## src/rtl/ffbha_pkg.sv

```systemverilog
// Package for the first-fit block heap allocator.
// Holds opcodes, status codes, the controller-to-datapath command set and
// the datapath status struct. No dependencies.
package ffbha_pkg;

    localparam int OPC_W  = 2;
    localparam int SIZE_W = 21;
    localparam int ADDR_W = 32;
    localparam int ST_W   = 2;

    localparam logic [OPC_W-1:0] OP_ALLOC         = 2'd0;
    localparam logic [OPC_W-1:0] OP_ALLOC_ALIGNED = 2'd1;
    localparam logic [OPC_W-1:0] OP_FREE          = 2'd2;
    localparam logic [OPC_W-1:0] OP_RSVD          = 2'd3;

    localparam logic [ST_W-1:0] ST_OK       = 2'd0;
    localparam logic [ST_W-1:0] ST_NO_SPACE = 2'd1;
    localparam logic [ST_W-1:0] ST_UNKNOWN  = 2'd2;

    localparam logic [ADDR_W-1:0] HEAP_BASE_RESET = 32'd20971520;

    // Micro-operations issued by the controller
    typedef enum logic [4:0] {
        DP_NOP,
        DP_LOAD,
        DP_RD_K,
        DP_K_INC,
        DP_HIT,
        DP_RD_LAST,
        DP_GROW,
        DP_PAD_BLK,
        DP_APPEND,
        DP_ERR_SPACE,
        DP_ERR_ADDR,
        DP_MARK,
        DP_RD_KM1,
        DP_ABS_B,
        DP_RD_KP1,
        DP_ABS_F,
        DP_RD_J1,
        DP_WR_J,
        DP_DEC_COUNT,
        DP_PUSH
    } t_dp_cmd;

    // Flags the datapath reports back
    typedef struct packed {
        logic [OPC_W-1:0] op;
        logic             scan_end;
        logic             hit;
        logic             match;
        logic             q_free;
        logic             fits;
        logic             pad_nz;
        logic             tbl_empty;
        logic             k_zero;
        logic             k_last;
        logic             j_last;
    } t_dp_status;

endpackage

```

## src/rtl/first_fit_block_heap_allocator.sv

```systemverilog
// Top level of the first-fit block heap allocator with coalescing.
// Joins ffbha_controller and ffbha_datapath; uses ffbha_pkg.
//
//  channel   direction  handshake                    payload
//  s_*       in         s_tvalid / s_tready          request item (s_tdata)
//  m_*       out        m_tvalid / m_tready          result item (m_tdata)
//  apb       in         psel, penable, pwrite        heap_base at address 0
//
// Per item: alloc scans the table entry by entry and appends on a miss;
// free scans entries to the match, checks neighbors and shifts entries down
// on each merge. Table accesses go one at a time through the table memory.
// Reset is synchronous and clears the table count and heap top; no clearing
// pass. A new item is taken while a result waits in the output register.
// ALIGN_BYTES must be a power of two.
module first_fit_block_heap_allocator
    import ffbha_pkg::*;
#(
    parameter int MAX_BLOCKS   = 64,
    parameter int HEAP_BYTES   = 1048576,
    parameter int HEADER_BYTES = 12,
    parameter int ALIGN_BYTES  = 4096
) (
    input  logic        i_clk,
    input  logic        i_rst_n,
    input  logic        s_tvalid,
    output logic        s_tready,
    // [1:0] opcode, [22:2] alloc_size, [54:23] free_address, [55] zero
    input  logic [55:0] s_tdata,
    output logic        m_tvalid,
    input  logic        m_tready,
    // [31:0] payload_address, [33:32] status, [39:34] zero
    output logic [39:0] m_tdata,
    input  logic        psel,
    input  logic        penable,
    input  logic        pwrite,
    input  logic [2:0]  paddr,
    input  logic [31:0] pwdata,
    output logic [31:0] prdata,
    output logic        pready
);

    t_dp_cmd           cmd;
    t_dp_status        dp_status;
    logic [ADDR_W-1:0] heap_base;
    logic [ADDR_W-1:0] res_addr;
    logic [ST_W-1:0]   res_st;
    logic              cfg_we;

    // Register write decode
    assign cfg_we = psel && penable && pwrite && (paddr == 3'd0);
    assign pready = 1'b1;
    assign prdata = (paddr == 3'd0) ? heap_base : '0;

    ffbha_controller u_ctrl (
        .i_clk       (i_clk),
        .i_rst_n     (i_rst_n),
        .i_in_valid  (s_tvalid),
        .o_in_ready  (s_tready),
        .o_out_valid (m_tvalid),
        .i_out_ready (m_tready),
        .i_status    (dp_status),
        .o_cmd       (cmd)
    );

    ffbha_datapath #(
        .MAX_BLOCKS   (MAX_BLOCKS),
        .HEAP_BYTES   (HEAP_BYTES),
        .HEADER_BYTES (HEADER_BYTES),
        .ALIGN_BYTES  (ALIGN_BYTES)
    ) u_dp (
        .i_clk             (i_clk),
        .i_rst_n           (i_rst_n),
        .i_cmd             (cmd),
        .o_status          (dp_status),
        .i_opcode          (s_tdata[1:0]),
        .i_alloc_size      (s_tdata[22:2]),
        .i_free_address    (s_tdata[54:23]),
        .i_cfg_we          (cfg_we),
        .i_cfg_data        (pwdata),
        .o_heap_base       (heap_base),
        .o_payload_address (res_addr),
        .o_status_code     (res_st)
    );

    assign m_tdata = {6'd0, res_st, res_addr};

endmodule

```

## src/rtl/ffbha_datapath.sv

```systemverilog
// Datapath of the heap allocator: block table memory, heap top, counters,
// size/pad arithmetic and the result register.
// Depends on ffbha_pkg.
module ffbha_datapath
    import ffbha_pkg::*;
#(
    parameter int MAX_BLOCKS   = 64,
    parameter int HEAP_BYTES   = 1048576,
    parameter int HEADER_BYTES = 12,
    parameter int ALIGN_BYTES  = 4096
) (
    input  logic              i_clk,
    input  logic              i_rst_n,
    input  t_dp_cmd           i_cmd,
    output t_dp_status        o_status,
    input  logic [OPC_W-1:0]  i_opcode,
    input  logic [SIZE_W-1:0] i_alloc_size,
    input  logic [ADDR_W-1:0] i_free_address,
    input  logic              i_cfg_we,
    input  logic [ADDR_W-1:0] i_cfg_data,
    output logic [ADDR_W-1:0] o_heap_base,
    output logic [ADDR_W-1:0] o_payload_address,
    output logic [ST_W-1:0]   o_status_code
);

    localparam int IW  = (MAX_BLOCKS > 1) ? $clog2(MAX_BLOCKS) : 1;
    localparam int CW  = $clog2(MAX_BLOCKS + 1);
    localparam int OW  = $clog2(HEAP_BYTES + 1);
    localparam int SW  = SIZE_W + 1;
    localparam int LA  = $clog2(ALIGN_BYTES);
    localparam int HW  = $clog2(HEADER_BYTES + 1);
    localparam int PW  = ((LA > HW) ? LA : HW) + 2;
    localparam int XW  = ((OW > SW) ? OW : SW) + 2;

    typedef struct packed {
        logic [OW-1:0] start;
        logic [OW-1:0] len;
        logic          free;
    } t_entry;

    t_entry            mem [MAX_BLOCKS];
    t_entry            r_q;
    logic [ADDR_W-1:0] r_base;
    logic [OPC_W-1:0]  r_op;
    logic              r_aligned;
    logic [SW-1:0]     r_size;
    logic [ADDR_W-1:0] r_off;
    logic [CW-1:0]     r_k;
    logic [CW-1:0]     r_j;
    logic [CW-1:0]     r_count;
    logic [OW-1:0]     r_top;
    logic [OW-1:0]     r_cur_start;
    logic [OW-1:0]     r_cur_len;
    logic [ADDR_W-1:0] r_res_addr;
    logic [ST_W-1:0]   r_res_st;
    logic [ADDR_W-1:0] r_out_addr;
    logic [ST_W-1:0]   r_out_st;

    logic              we;
    logic [CW-1:0]     wr_idx;
    t_entry            wdata;
    logic              re;
    logic [CW-1:0]     rd_idx;

    logic [ADDR_W-1:0] pay_top;
    logic [ADDR_W-1:0] pay_q;
    logic [LA-1:0]     rem_top;
    logic [PW-1:0]     pad0;
    logic [PW-1:0]     pad_t;
    logic [PW-1:0]     pad;
    logic [XW-1:0]     need_sum;
    logic [CW:0]       need_cnt;
    logic [SW-1:0]     size_in;
    logic [SW-1:0]     size_rnd;
    logic [OW-1:0]     abs_b_len;
    logic [OW-1:0]     abs_f_len;

    // Payload addresses and alignment pad of the heap top
    always_comb begin
        pay_top = r_base + ADDR_W'(r_top) + ADDR_W'(HEADER_BYTES);
        pay_q   = r_base + ADDR_W'(r_q.start) + ADDR_W'(HEADER_BYTES);
        rem_top = pay_top[LA-1:0];
        pad0    = (rem_top != '0) ? (PW'(ALIGN_BYTES) - PW'(rem_top)) : '0;
        pad_t   = PW'(HEADER_BYTES) - pad0 + PW'(ALIGN_BYTES - 1);
        pad_t   = (pad_t >> LA) << LA;
        if (!r_aligned) begin
            pad = '0;
        end else if (r_count == '0 && pad0 != '0 && pad0 < PW'(HEADER_BYTES)) begin
            pad = pad0 + pad_t;
        end else begin
            pad = pad0;
        end
        need_sum = XW'(r_top) + XW'(pad) + XW'(HEADER_BYTES) + XW'(r_size);
        need_cnt = {1'b0, r_count} + ((pad != '0 && r_count == '0) ? (CW+1)'(2)
                                                                    : (CW+1)'(1));
    end

    // Round the size of an aligned request up to the alignment
    always_comb begin
        size_in  = SW'(i_alloc_size);
        size_rnd = (size_in + SW'(ALIGN_BYTES - 1)) & ~SW'(ALIGN_BYTES - 1);
    end

    assign abs_b_len = r_q.len + OW'(HEADER_BYTES) + r_cur_len;
    assign abs_f_len = r_cur_len + OW'(HEADER_BYTES) + r_q.len;

    // Status back to the controller
    always_comb begin
        o_status.op        = r_op;
        o_status.scan_end  = (r_k == r_count);
        o_status.hit       = r_q.free && (XW'(r_q.len) >= XW'(r_size)) &&
                             (XW'(r_q.len >> 1) < XW'(r_size)) &&
                             (!r_aligned || pay_q[LA-1:0] == '0);
        o_status.match     = (ADDR_W'(r_q.start) == r_off);
        o_status.q_free    = r_q.free;
        o_status.fits      = (need_sum <= XW'(HEAP_BYTES)) &&
                             (need_cnt <= (CW+1)'(MAX_BLOCKS));
        o_status.pad_nz    = (pad != '0);
        o_status.tbl_empty = (r_count == '0);
        o_status.k_zero    = (r_k == '0);
        o_status.k_last    = (({1'b0, r_k} + (CW+1)'(1)) >= {1'b0, r_count});
        o_status.j_last    = (({1'b0, r_j} + (CW+1)'(1)) >= {1'b0, r_count});
    end

    // Table port selection
    always_comb begin
        we     = 1'b0;
        wr_idx = r_k;
        wdata  = r_q;
        re     = 1'b0;
        rd_idx = r_k;
        case (i_cmd)
            DP_RD_K: begin
                re = 1'b1;
            end
            DP_RD_LAST: begin
                re     = 1'b1;
                rd_idx = r_count - CW'(1);
            end
            DP_RD_KM1: begin
                re     = 1'b1;
                rd_idx = r_k - CW'(1);
            end
            DP_RD_KP1: begin
                re     = 1'b1;
                rd_idx = r_k + CW'(1);
            end
            DP_RD_J1: begin
                re     = 1'b1;
                rd_idx = r_j + CW'(1);
            end
            DP_HIT: begin
                we    = 1'b1;
                wdata = '{start: r_q.start, len: r_q.len, free: 1'b0};
            end
            DP_GROW: begin
                we     = 1'b1;
                wr_idx = r_count - CW'(1);
                wdata  = '{start: r_q.start, len: r_q.len + OW'(pad), free: r_q.free};
            end
            DP_PAD_BLK: begin
                we     = 1'b1;
                wr_idx = '0;
                wdata  = '{start: r_top, len: OW'(pad - PW'(HEADER_BYTES)), free: 1'b1};
            end
            DP_APPEND: begin
                we     = 1'b1;
                wr_idx = r_count;
                wdata  = '{start: r_top, len: OW'(r_size), free: 1'b0};
            end
            DP_MARK: begin
                we    = 1'b1;
                wdata = '{start: r_q.start, len: r_q.len, free: 1'b1};
            end
            DP_ABS_B: begin
                we     = 1'b1;
                wr_idx = r_k - CW'(1);
                wdata  = '{start: r_q.start, len: abs_b_len, free: 1'b1};
            end
            DP_ABS_F: begin
                we    = 1'b1;
                wdata = '{start: r_cur_start, len: abs_f_len, free: 1'b1};
            end
            DP_WR_J: begin
                we     = 1'b1;
                wr_idx = r_j;
            end
            default: begin
                we = 1'b0;
            end
        endcase
    end

    // Block table memory, registered read
    always_ff @(posedge i_clk) begin
        if (we) begin
            mem[wr_idx[IW-1:0]] <= wdata;
        end
        if (re) begin
            r_q <= mem[rd_idx[IW-1:0]];
        end
    end

    // Control registers: heap base, counters, heap top
    always_ff @(posedge i_clk) begin
        if (!i_rst_n) begin
            r_base  <= HEAP_BASE_RESET;
            r_count <= '0;
            r_top   <= '0;
            r_k     <= '0;
            r_j     <= '0;
        end else begin
            if (i_cfg_we) begin
                r_base <= i_cfg_data;
            end
            case (i_cmd)
                DP_LOAD: begin
                    r_k <= '0;
                end
                DP_K_INC: begin
                    r_k <= r_k + CW'(1);
                end
                DP_GROW: begin
                    r_top <= r_top + OW'(pad);
                end
                DP_PAD_BLK: begin
                    r_top   <= r_top + OW'(pad);
                    r_count <= CW'(1);
                end
                DP_APPEND: begin
                    r_top   <= r_top + OW'(HEADER_BYTES) + OW'(r_size);
                    r_count <= r_count + CW'(1);
                end
                DP_ABS_B: begin
                    r_j <= r_k;
                    r_k <= r_k - CW'(1);
                end
                DP_ABS_F: begin
                    r_j <= r_k + CW'(1);
                end
                DP_WR_J: begin
                    r_j <= r_j + CW'(1);
                end
                DP_DEC_COUNT: begin
                    r_count <= r_count - CW'(1);
                end
                default: begin
                    r_k <= r_k;
                end
            endcase
        end
    end

    // Request, merge and result payload registers
    always_ff @(posedge i_clk) begin
        case (i_cmd)
            DP_LOAD: begin
                r_op       <= i_opcode;
                r_aligned  <= (i_opcode == OP_ALLOC_ALIGNED);
                r_size     <= (i_opcode == OP_ALLOC_ALIGNED) ? size_rnd : size_in;
                r_off      <= i_free_address - r_base - ADDR_W'(HEADER_BYTES);
                r_res_addr <= '0;
                r_res_st   <= ST_OK;
            end
            DP_HIT: begin
                r_res_addr <= pay_q;
            end
            DP_APPEND: begin
                r_res_addr <= pay_top;
            end
            DP_ERR_SPACE: begin
                r_res_st <= ST_NO_SPACE;
            end
            DP_ERR_ADDR: begin
                r_res_st <= ST_UNKNOWN;
            end
            DP_MARK: begin
                r_cur_start <= r_q.start;
                r_cur_len   <= r_q.len;
            end
            DP_ABS_B: begin
                r_cur_start <= r_q.start;
                r_cur_len   <= abs_b_len;
            end
            DP_ABS_F: begin
                r_cur_len <= abs_f_len;
            end
            DP_PUSH: begin
                r_out_addr <= r_res_addr;
                r_out_st   <= r_res_st;
            end
            default: begin
                r_res_st <= r_res_st;
            end
        endcase
    end

    assign o_heap_base       = r_base;
    assign o_payload_address = r_out_addr;
    assign o_status_code     = r_out_st;

endmodule

```

## src/rtl/ffbha_controller.sv

```systemverilog
// Controller of the heap allocator: sequences table scans, appends, merges
// and entry shifts, and owns the input and output handshakes.
// Depends on ffbha_pkg.
module ffbha_controller
    import ffbha_pkg::*;
(
    input  logic       i_clk,
    input  logic       i_rst_n,
    input  logic       i_in_valid,
    output logic       o_in_ready,
    output logic       o_out_valid,
    input  logic       i_out_ready,
    input  t_dp_status i_status,
    output t_dp_cmd    o_cmd
);

    typedef enum logic [4:0] {
        S_IDLE,
        S_DISPATCH,
        S_ASCAN,
        S_ACHK,
        S_AMISS,
        S_AGROW,
        S_APPEND,
        S_FSCAN,
        S_FCHK,
        S_BACK,
        S_BCHK,
        S_FWD,
        S_FCHK2,
        S_SHIFT,
        S_SWR,
        S_DONE
    } t_state;

    t_state r_state;
    t_state n_state;
    logic   r_fwd;
    logic   n_fwd;
    logic   r_out_valid;
    logic   n_out_valid;

    // Next state and command decode
    always_comb begin
        n_state     = r_state;
        n_fwd       = r_fwd;
        n_out_valid = r_out_valid;
        o_cmd       = DP_NOP;
        o_in_ready  = 1'b0;
        if (r_out_valid && i_out_ready) begin
            n_out_valid = 1'b0;
        end
        case (r_state)
            S_IDLE: begin
                o_in_ready = 1'b1;
                if (i_in_valid) begin
                    o_cmd   = DP_LOAD;
                    n_state = S_DISPATCH;
                end
            end
            S_DISPATCH: begin
                if (i_status.op == OP_ALLOC || i_status.op == OP_ALLOC_ALIGNED) begin
                    n_state = S_ASCAN;
                end else if (i_status.op == OP_FREE) begin
                    n_state = S_FSCAN;
                end else begin
                    n_state = S_DONE;
                end
            end
            S_ASCAN: begin
                if (i_status.scan_end) begin
                    n_state = S_AMISS;
                end else begin
                    o_cmd   = DP_RD_K;
                    n_state = S_ACHK;
                end
            end
            S_ACHK: begin
                if (i_status.hit) begin
                    o_cmd   = DP_HIT;
                    n_state = S_DONE;
                end else begin
                    o_cmd   = DP_K_INC;
                    n_state = S_ASCAN;
                end
            end
            S_AMISS: begin
                if (!i_status.fits) begin
                    o_cmd   = DP_ERR_SPACE;
                    n_state = S_DONE;
                end else if (!i_status.pad_nz) begin
                    o_cmd   = DP_APPEND;
                    n_state = S_DONE;
                end else if (i_status.tbl_empty) begin
                    o_cmd   = DP_PAD_BLK;
                    n_state = S_APPEND;
                end else begin
                    o_cmd   = DP_RD_LAST;
                    n_state = S_AGROW;
                end
            end
            S_AGROW: begin
                o_cmd   = DP_GROW;
                n_state = S_APPEND;
            end
            S_APPEND: begin
                o_cmd   = DP_APPEND;
                n_state = S_DONE;
            end
            S_FSCAN: begin
                if (i_status.scan_end) begin
                    o_cmd   = DP_ERR_ADDR;
                    n_state = S_DONE;
                end else begin
                    o_cmd   = DP_RD_K;
                    n_state = S_FCHK;
                end
            end
            S_FCHK: begin
                if (i_status.match) begin
                    o_cmd   = DP_MARK;
                    n_state = S_BACK;
                end else begin
                    o_cmd   = DP_K_INC;
                    n_state = S_FSCAN;
                end
            end
            S_BACK: begin
                if (i_status.k_zero) begin
                    n_state = S_FWD;
                end else begin
                    o_cmd   = DP_RD_KM1;
                    n_state = S_BCHK;
                end
            end
            S_BCHK: begin
                if (i_status.q_free) begin
                    o_cmd   = DP_ABS_B;
                    n_fwd   = 1'b0;
                    n_state = S_SHIFT;
                end else begin
                    n_state = S_FWD;
                end
            end
            S_FWD: begin
                if (i_status.k_last) begin
                    n_state = S_DONE;
                end else begin
                    o_cmd   = DP_RD_KP1;
                    n_state = S_FCHK2;
                end
            end
            S_FCHK2: begin
                if (i_status.q_free) begin
                    o_cmd   = DP_ABS_F;
                    n_fwd   = 1'b1;
                    n_state = S_SHIFT;
                end else begin
                    n_state = S_DONE;
                end
            end
            S_SHIFT: begin
                if (i_status.j_last) begin
                    o_cmd   = DP_DEC_COUNT;
                    n_state = r_fwd ? S_FWD : S_BACK;
                end else begin
                    o_cmd   = DP_RD_J1;
                    n_state = S_SWR;
                end
            end
            S_SWR: begin
                o_cmd   = DP_WR_J;
                n_state = S_SHIFT;
            end
            S_DONE: begin
                if (!r_out_valid || i_out_ready) begin
                    o_cmd       = DP_PUSH;
                    n_out_valid = 1'b1;
                    n_state     = S_IDLE;
                end
            end
            default: begin
                n_state = S_IDLE;
            end
        endcase
    end

    // Hold state and the output valid flag
    always_ff @(posedge i_clk) begin
        if (!i_rst_n) begin
            r_state     <= S_IDLE;
            r_fwd       <= 1'b0;
            r_out_valid <= 1'b0;
        end else begin
            r_state     <= n_state;
            r_fwd       <= n_fwd;
            r_out_valid <= n_out_valid;
        end
    end

    assign o_out_valid = r_out_valid;

endmodule

```

## config.mk

```make
export PLATFORM = sky130hd
export DESIGN_NAME = first_fit_block_heap_allocator
export DESIGN_NICKNAME = d
export VERILOG_FILES = /design/src/rtl/ffbha_pkg.sv /design/src/rtl/first_fit_block_heap_allocator.sv /design/src/rtl/ffbha_datapath.sv /design/src/rtl/ffbha_controller.sv
export SDC_FILE = /design/constraint.sdc
export NUM_CORES = 2
export LEC_CHECK = 0
export BUFFER_PORTS_ARGS = -buffer_cell sky130_fd_sc_hd__buf_4
export CORE_MARGIN = 2
export CORE_UTILIZATION = 50
export CTS_CLUSTER_DIAMETER = 30
export DETAILED_ROUTE_END_ITERATION = 8
export HOLD_SLACK_MARGIN = 0.12
export PLACE_DENSITY_LB_ADDON = 0.12
export RECOVER_POWER = 100
export SETUP_SLACK_MARGIN = 0.2
export SLEW_MARGIN = 40
export SYNTH_ARGS = -nofsm -noshare
export SYNTH_HDL_FRONTEND = slang
export SYNTH_SLANG_ARGS = --single-unit
```

## constraint.sdc

```tcl
create_clock -name i_clk -period 24.9 [get_ports i_clk]
set_input_delay 4.98 -clock i_clk [delete_from_list [all_inputs] [get_ports i_clk]]
set_output_delay 4.98 -clock i_clk [all_outputs]
set_load 0.05 [all_outputs]
```

# ---- Yosys cells after proc, flatten, opt, wreduce, memory -nomap -nowiden
# Memories as Yosys holds them, arrays and structs flattened. A register that Yosys moved wholly into a read port is not among the register bits.
# Cells that the tools add are included.
# W data, S select, Z words.
dict set report word_totals {
  n_memories 1
  input_bits 98
  wordCells 201
  mem_bits_rw 2752
  reg_bits 248
}
dict set report classes {
  n_reduce_logical 39
  eq_ne 43
  order_cmp 7
  n_addsub 31
  n_mux 60
}
# memory depth word_bits read_ports rd_clocked_by_memory_dff write_ports line_no
set memory_table {}
lappend memory_table {u_dp.mem 64 43 1 1 1 ffbha_datapath.sv:41} ;# t_entry mem [MAX_BLOCKS];
# cell n
set ops {}
lappend ops {{$pmux W43 S7} 1}
lappend ops {{$pmux W32 S3} 1}
lappend ops {{$eq A5 B4 Y1 const B} 16}
lappend ops {{$pmux W5 S16} 1}
lappend ops {{$pmux W5 S15} 1}
lappend ops {{$add A32 B21 Y32} 2}
lappend ops {{$add A32 B4 Y32 const B} 2}
lappend ops {{$add A21 B21 Y21} 3}
lappend ops {{$add A21 B4 Y21 const B} 3}
lappend ops {{$pmux W21 S3} 1}
lappend ops {{$pmux W7 S3} 3}
lappend ops {{$mux W5} 9}
lappend ops {{$add A21 B14 Y21} 2}
lappend ops {{$mux W14} 3}
lappend ops {{$pmux W21 S2} 1}
lappend ops {{$eq A5 B3 Y1 const B} 8}
lappend ops {{$mux W4} 9}
lappend ops {{$eq A21 B32 Y1} 1}
lappend ops {{$mux W32} 1}
lappend ops {{$sub A32 B32 Y32} 1}
lappend ops {{$sub A32 B4 Y32 const B} 1}
lappend ops {{$pmux W6 S5} 1}
lappend ops {{$reduce_bool A14 Y1} 2}
lappend ops {{$add A24 B22 Y24} 1}
lappend ops {{49 further kinds} 106}

# ---- Logic depth before layout (Yosys ltp)
dict set report depth {
  word_depth 22
  ltp_mapped 53
  depth_no_buf 47
}

# ---- By module
# A second synthesis with hierarchy kept.
dict set report hier_totals {
  cells_unflattened 7365
  area_unflattened_um2 130003.4
}
# module cells_each seq_area_each_um2 instances area_per_inst_um2
set by_module_without_submodules {}
lappend by_module_without_submodules {ffbha_datapath 7185 90426.7 1 128744.7}
lappend by_module_without_submodules {ffbha_controller 134 120.1 1 939.7}
lappend by_module_without_submodules {first_fit_block_heap_allocator 46 0.0 1 319.1}

# ---- Worst setup path after synthesis
# OpenSTA, ideal clock, no wires.
dict set report synth_timing {
  path_type {reg-to-reg}
  from {reg u_dp.r_top[1]}
  to {mem u_dp.mem[0][13] in the netlist's numbering (data pin)}
  arrival_time_ns 11.883
  setup_time_ns 0.702
  stages_incl_launch_ff 44
  n_path_buf 3
  setup_slack_ns 12.315
  cell_sequence {dfxtp_1 > ha_1 > ha_1 > inv_1 > fa_1 > xor2_1 > and3_1 > o21ai_1 > a2111oi_4 > o2111ai_2 > o21a_1 > and2_1 > ha_1 > fa_1 > a21o_1 > a21oi_1 > o21bai_1 > a21oi_1 > [... 8 more ...] > a21oi_1 > xor2_1 > ha_1 > ha_1 > nor2b_1 > a32o_1 > a211o_1 > nor4_1 > o2111ai_1 > nor4_1 > nand4_1 > a21boi_0 > a31oi_1 > or4_1 > clkbuf_1 > clkbuf_1 > clkbuf_1 > o21ai_0}
}
# item line_no
set synth_lines {}
lappend synth_lines {{start, declared} ffbha_datapath.sv:51} ;# logic [OW-1:0] r_top;
lappend synth_lines {{start signal, assigned} ffbha_datapath.sv:224} ;# r_top <= r_top + OW'(pad);
lappend synth_lines {{start signal, assigned} ffbha_datapath.sv:227} ;# r_top <= r_top + OW'(pad);
lappend synth_lines {{start signal, assigned} ffbha_datapath.sv:231} ;# r_top <= r_top + OW'(HEADER_BYTES) + OW'(r_size);
lappend synth_lines {{end, declared} ffbha_datapath.sv:41}

# ---- Final worst setup path
dict set report layout_timing {
  from {reg u_dp.r_top[1]}
  to {mem u_dp.mem[11][21] in the netlist's numbering, enable pin}
}
dict set report layout_via {
  elab_chain_cells 22
  word_cells_on_any_way 40
  cone_classes {add/sub (10); order compare (3); eq/ne (8); mux (11); reduce/logical (8)}
}
# item line_no
set layout_rtl {}
lappend layout_rtl {{parallel branches: the longest is 15 deep, another holds $add A32 B21 Y32} -}
lappend layout_rtl {{$mux W5 (*)} ffbha_controller.sv:88} ;# if (!i_status.fits) begin
lappend layout_rtl {{$pmux W5 S15 (*)} ffbha_controller.sv:53} ;# case (r_state)
lappend layout_rtl {{$eq A5 B5 Y1, or another cell as far along} ffbha_datapath.sv:132} ;# case (i_cmd)
lappend layout_rtl {{$reduce_or A8 Y1 (no source line)} -}
lappend layout_rtl {{$mux W1} ffbha_datapath.sv:132}
lappend layout_rtl {{$mux W1} ffbha_datapath.sv:196} ;# if (we) begin
lappend layout_rtl {{$mux W1 (implied by the code)} ffbha_datapath.sv:197} ;# mem[wr_idx[IW-1:0]] <= wdata;
# Mark *: on every way between the ends.

==> flow_summary.toml <==
[yosys]
synth.ff_latch_count = 3042
yosysUniqueCellTypes = 94
synth_ff_type = "sky130_fd_sc_hd__edfxtp_1"
synth_enable_flop_cells = 2962
seq_area_frac_synth_pct = 68.06
async_flop_share_pct = 0
syn-cell-area_mm2 = 0.1330
syn-instance-count = 10570
avg_inst_size_synth_um2 = 12.58
ys.warnings.count = 0

[die]
top_level_ports = 173
core_box_area_mm2 = 0.2649
die_area_mm2 = 0.2702
row_count = 189
floorplan.initialDensity_pct = 50.23
die_h_um = 519.8
floorplan_die_width_um = 519.8

[timing]
timing.fmax_ghz = 0.05147
relSlewSlack_pct = -183.9
worst_clk_skew_ns = 0.06397
slew_violations = 4465
hold_viol_final = 0
worstMarginPinSlew_ns = 4.259
grt_setup_unrepaired = "no"
period_share_pct = 78.03
final_period_minus_worst_setup_slack_ns = 19.43
fin_setup_tns_ns = 0
finalSetupViolCount = 0

[critical_path]
cp_common_cell = "sky130_fd_sc_hd__a21oi_1"
timing.rr.start = "u_dp.r_top[1]"
timing.critical_path.max_delay_family = "compound AO/OA/AOI/OAI gates"
timing.reg2reg.worst_path_depth = 47
worstSetupPathType = "reg -> reg"
arrival_time_at_the_worst_endpoint_ns = 19.95
r2r_setup_slack_ns = 5.47
critical_path.reg2reg.endpoint = "u_dp.mem[11][21]"
master_of_the_slowest_instance_on_the_critical_path = "sky130_fd_sc_hd__clkbuf_1"
critical_path_start_type = "flip-flop"
crit_buf_inv = 4
path_max_fanout = 46
cpPeakStageDelay_ns = 2.70
worstSetupEndpointType = "flip-flop"
cp.required_ns = 25.42

[clocking]
tritoncts = "built"
clock_pin_slew_of_the_registers_on_the_worst_case_setup_and_hold_paths_ns = 0.04
post_cts.resized_instances = 0
cts_inserted_buffers = 571
htree_levels = 6
worst_skew_pair.late_latency_ns = 1.03
numClockSinks = 3042
hold_fix_buffers_cts = 0
clock-root-buffer = "sky130_fd_sc_hd__clkbuf_16"
post_cts_setup_buffers = 0
cts-root-to-sink-buffers = 4

[detailed_routing]
drc = 0
final_antenna_net_count = 0
via_count = 89610
drt-total-wl_mm = 386.2
first_iter_violations = 9328
final_routed_wire_length_divided_by_cell_count_um = 25.93
avgViaCountPerCell = 6.018
dr.pass1.iters = 5

[global_routing]
gr-total-overflow = 0
grt_first_pass_wirelength_mm = 565.1
grt_util_overall_pct = 27.90
antenna_found_initial = 17
first_global_vias = 86910
grt_max_degree = 170

[worst_hold_path]
hold_path_class = "reg -> reg"
worst_hold_startpoint = "u_dp.r_res_addr[15]"
min_delay_worst_endpoint = "u_dp.o_payload_address[15]"
hold_depth = 0

[status]
violated_checks = "capacitance limit, slew limit"
status = "finished, violations left"

[placement]
dp.final_hpwl_mm = 216.3
place.port_buffers = 164
placed_cells_incl_taps = 13850
place_congestion = 0.8938

[final_layout]
layout-drive-gt1-share_pct = 11.47
num-fill-cells = 20600
syn_to_final_growth_pct = 17.86
fin_cells = 14890
design.final.nets = 11360

[power_and_ir_drop]
vdd.ir_drop.worst_mv = 0.1096
leakagePower_nw = 56.64
power_density_mw_per_mm2 = 131.9

[run]
drv_cap = 99
## layout by cell type, fill, tap and decap left out, drive strengths merged, types with 22 or more instances in the layout
| master | netlist | final |
|---|---|---|
| a211oi | 78 | 78 |
| a21boi | 56 | 56 |
| a21o | 51 | 51 |
| a21oi | 277 | 277 |
| a221oi | 23 | 23 |
| a22oi | 32 | 32 |
| a311oi | 277 | 277 |
| a31oi | 276 | 276 |
| and2 | 69 | 69 |
| and3 | 407 | 407 |
| buf | 252 | 250 |
| bufinv | 0 | 54 |
| clkbuf | 386 | 789 |
| clkinv | 2 | 217 |
| clkinvlp | 0 | 51 |
| dfxtp | 80 | 80 |
| edfxtp | 2962 | 2962 |
| ha | 360 | 360 |
| inv | 250 | 295 |
| mux2i | 41 | 41 |
| mux4 | 78 | 78 |
| nand2 | 2760 | 2760 |
| nand2b | 26 | 26 |
| nand3 | 646 | 646 |
| nand4 | 25 | 25 |
| nor2 | 253 | 253 |
| nor2b | 33 | 33 |
| nor3 | 66 | 66 |
| nor4 | 25 | 25 |
| o2111ai | 22 | 22 |
| o21a | 29 | 29 |
| o21ai | 167 | 167 |
| o21bai | 39 | 39 |
| o22ai | 61 | 61 |
| o311a | 41 | 41 |
| or4 | 47 | 47 |
| xnor2 | 145 | 145 |
| xor2 | 53 | 53 |
## per-layer routing
| layer | routed length (um) | share of wire, % | vias up | global-route usage (%) |
|---|---|---|---|---|
| li1 | - | - | 40090 | - |
| met1 | 162800 | 42 | 44880 | 39.51 |
| met2 | 177300 | 46 | 3954 | 43.95 |
| met3 | 33650 | 8.7 | 686 | 4.813 |
| met4 | 12370 | 3.2 | 2 | 9.160 |
| met5 | 13 | 0.0034 | - | 0 |
## layout make-up
| class | instances | area, um^2 | area share (%) |
|---|---|---|---|
| Antenna cell | 11 | 27.53 | 0.01756 |
| Clock buffer | 661 | 14820 | 9.450 |
| Clock inverter | 365 | 4079 | 2.601 |
| Inverter | 252 | 945.9 | 0.6033 |
| Multi-Input combinational cell | 6649 | 39160 | 24.98 |
| Sequential cell | 3042 | 90550 | 57.75 |
| Tap cell | 3533 | 4420 | 2.819 |
| Timing Repair Buffer | 378 | 2794 | 1.782 |
## logic make-up after synthesis
logic type / Yosys count / synth area share (%)
xor gates and xnor gates: 198 / 1.304
and+or+nand+nor: 4402 / 14.45
adders and majority gates: 368 / 3.506
buffers and inverters: 890 / 2.875
other: 2 / 0.005645
DFF: 3042 / 68.06
muxes: 120 / 1.637
AOI/OAI and AO/OA: 1552 / 8.162
## worst max-delay path by stage
stage                        startpoint               end  slack (ns)  depth (start not counted)
final                     u_dp.r_top[1]  u_dp.mem[11][21]        5.47                         47
after global routing      u_dp.r_top[1]  u_dp.mem[45][15]        4.40                         47
after CTS                 u_dp.r_top[1]      u_dp.r_q[40]        9.96                         51
after detailed placement  u_dp.r_top[1]      u_dp.r_q[40]       10.07                         51
after global placement    u_dp.r_top[1]      u_dp.r_q[14]        9.81                         51
after floorplan           u_dp.r_top[1]   u_dp.mem[0][13]       12.31                         43
## per-stage QoR
step           hold slack (ns)  power, mW  cell area [um^2]  setup WS [ns]  util (%)
2_1_floorplan           0.4003      11.17            133100          12.31         -
3_3_place_gp            0.4007      12.94            138200          9.812     52.19
3_5_place_dp            0.4045      13.13            138900          10.07     52.45
4_1_cts                 0.4118      20.63            157800          9.955     59.59
5_1_grt                 0.4130      21.59            156800          4.401     59.19
6_report                0.4117      20.68            156800          5.470     59.20
## where the power goes
group | internal, mW | switching (mW)
Clock | 4.85 | 2.64
Combinational | 1.57 | 4.08
Sequential | 7.30 | 0.247
## synthesized netlist by cell type (41+ instances only)
cell type,number,share of area (%)
sky130_fd_sc_hd__a31oi_1,276,1.3
sky130_fd_sc_hd__inv_1,249,0.70
sky130_fd_sc_hd__mux2i_1,41,0.31
sky130_fd_sc_hd__or4_1,46,0.26
sky130_fd_sc_hd__dfxtp_1,80,1.2
sky130_fd_sc_hd__nand3_1,646,2.4
sky130_fd_sc_hd__o311a_1,41,0.31
sky130_fd_sc_hd__xor2_1,53,0.35
sky130_fd_sc_hd__nand2_1,2760,7.8
sky130_fd_sc_hd__a21o_1,51,0.29
sky130_fd_sc_hd__o21ai_0,163,0.61
sky130_fd_sc_hd__and2_1,66,0.31
sky130_fd_sc_hd__a21oi_1,277,1.0
sky130_fd_sc_hd__edfxtp_1,2962,67
sky130_fd_sc_hd__a211oi_1,77,0.43
sky130_fd_sc_hd__nor3_1,65,0.24
sky130_fd_sc_hd__nor2_1,253,0.71
sky130_fd_sc_hd__buf_2,164,0.62
sky130_fd_sc_hd__ha_1,360,3.4
sky130_fd_sc_hd__a311oi_1,277,1.8
sky130_fd_sc_hd__xnor2_1,145,0.95
sky130_fd_sc_hd__and3_1,407,1.9
sky130_fd_sc_hd__mux4_2,78,1.3
sky130_fd_sc_hd__o22ai_1,61,0.29
sky130_fd_sc_hd__clkbuf_1,385,1.1
sky130_fd_sc_hd__a21boi_0,50,0.28
## state kept, by name, indices dropped and copies added (netlist names), 2 cells and up
name / flops
u_dp.mem: 2752
u_dp.r_q: 42
u_dp.o_heap_base: 32
u_dp.o_payload_address: 32
u_dp.r_off: 32
u_dp.r_res_addr: 32
u_dp.r_size: 22
u_dp.r_cur_len: 21
u_dp.r_cur_start: 21
u_dp.r_top: 21
u_dp.r_count: 7
u_dp.r_j: 7
u_dp.r_k: 7
u_ctrl.r_state: 4
u_dp.o_status_code: 2
u_dp.r_op: 2
u_dp.r_res_st: 2
## worst register-to-register path: cells and delay by family, from the launching register on
family | cells | cell delay, ns
XOR/XNOR | 2 | 0.72
adder cells (fa/ha/maj) | 7 | 2.31
AND/OR/NAND/NOR | 11 | 3.49
AO/OA/AOI/OAI | 23 | 6.50
buffers and inverters | 4 | 5.42
flip-flops | 1 | 0.42
No activity file was read; power rests on OpenSTA's default activity.
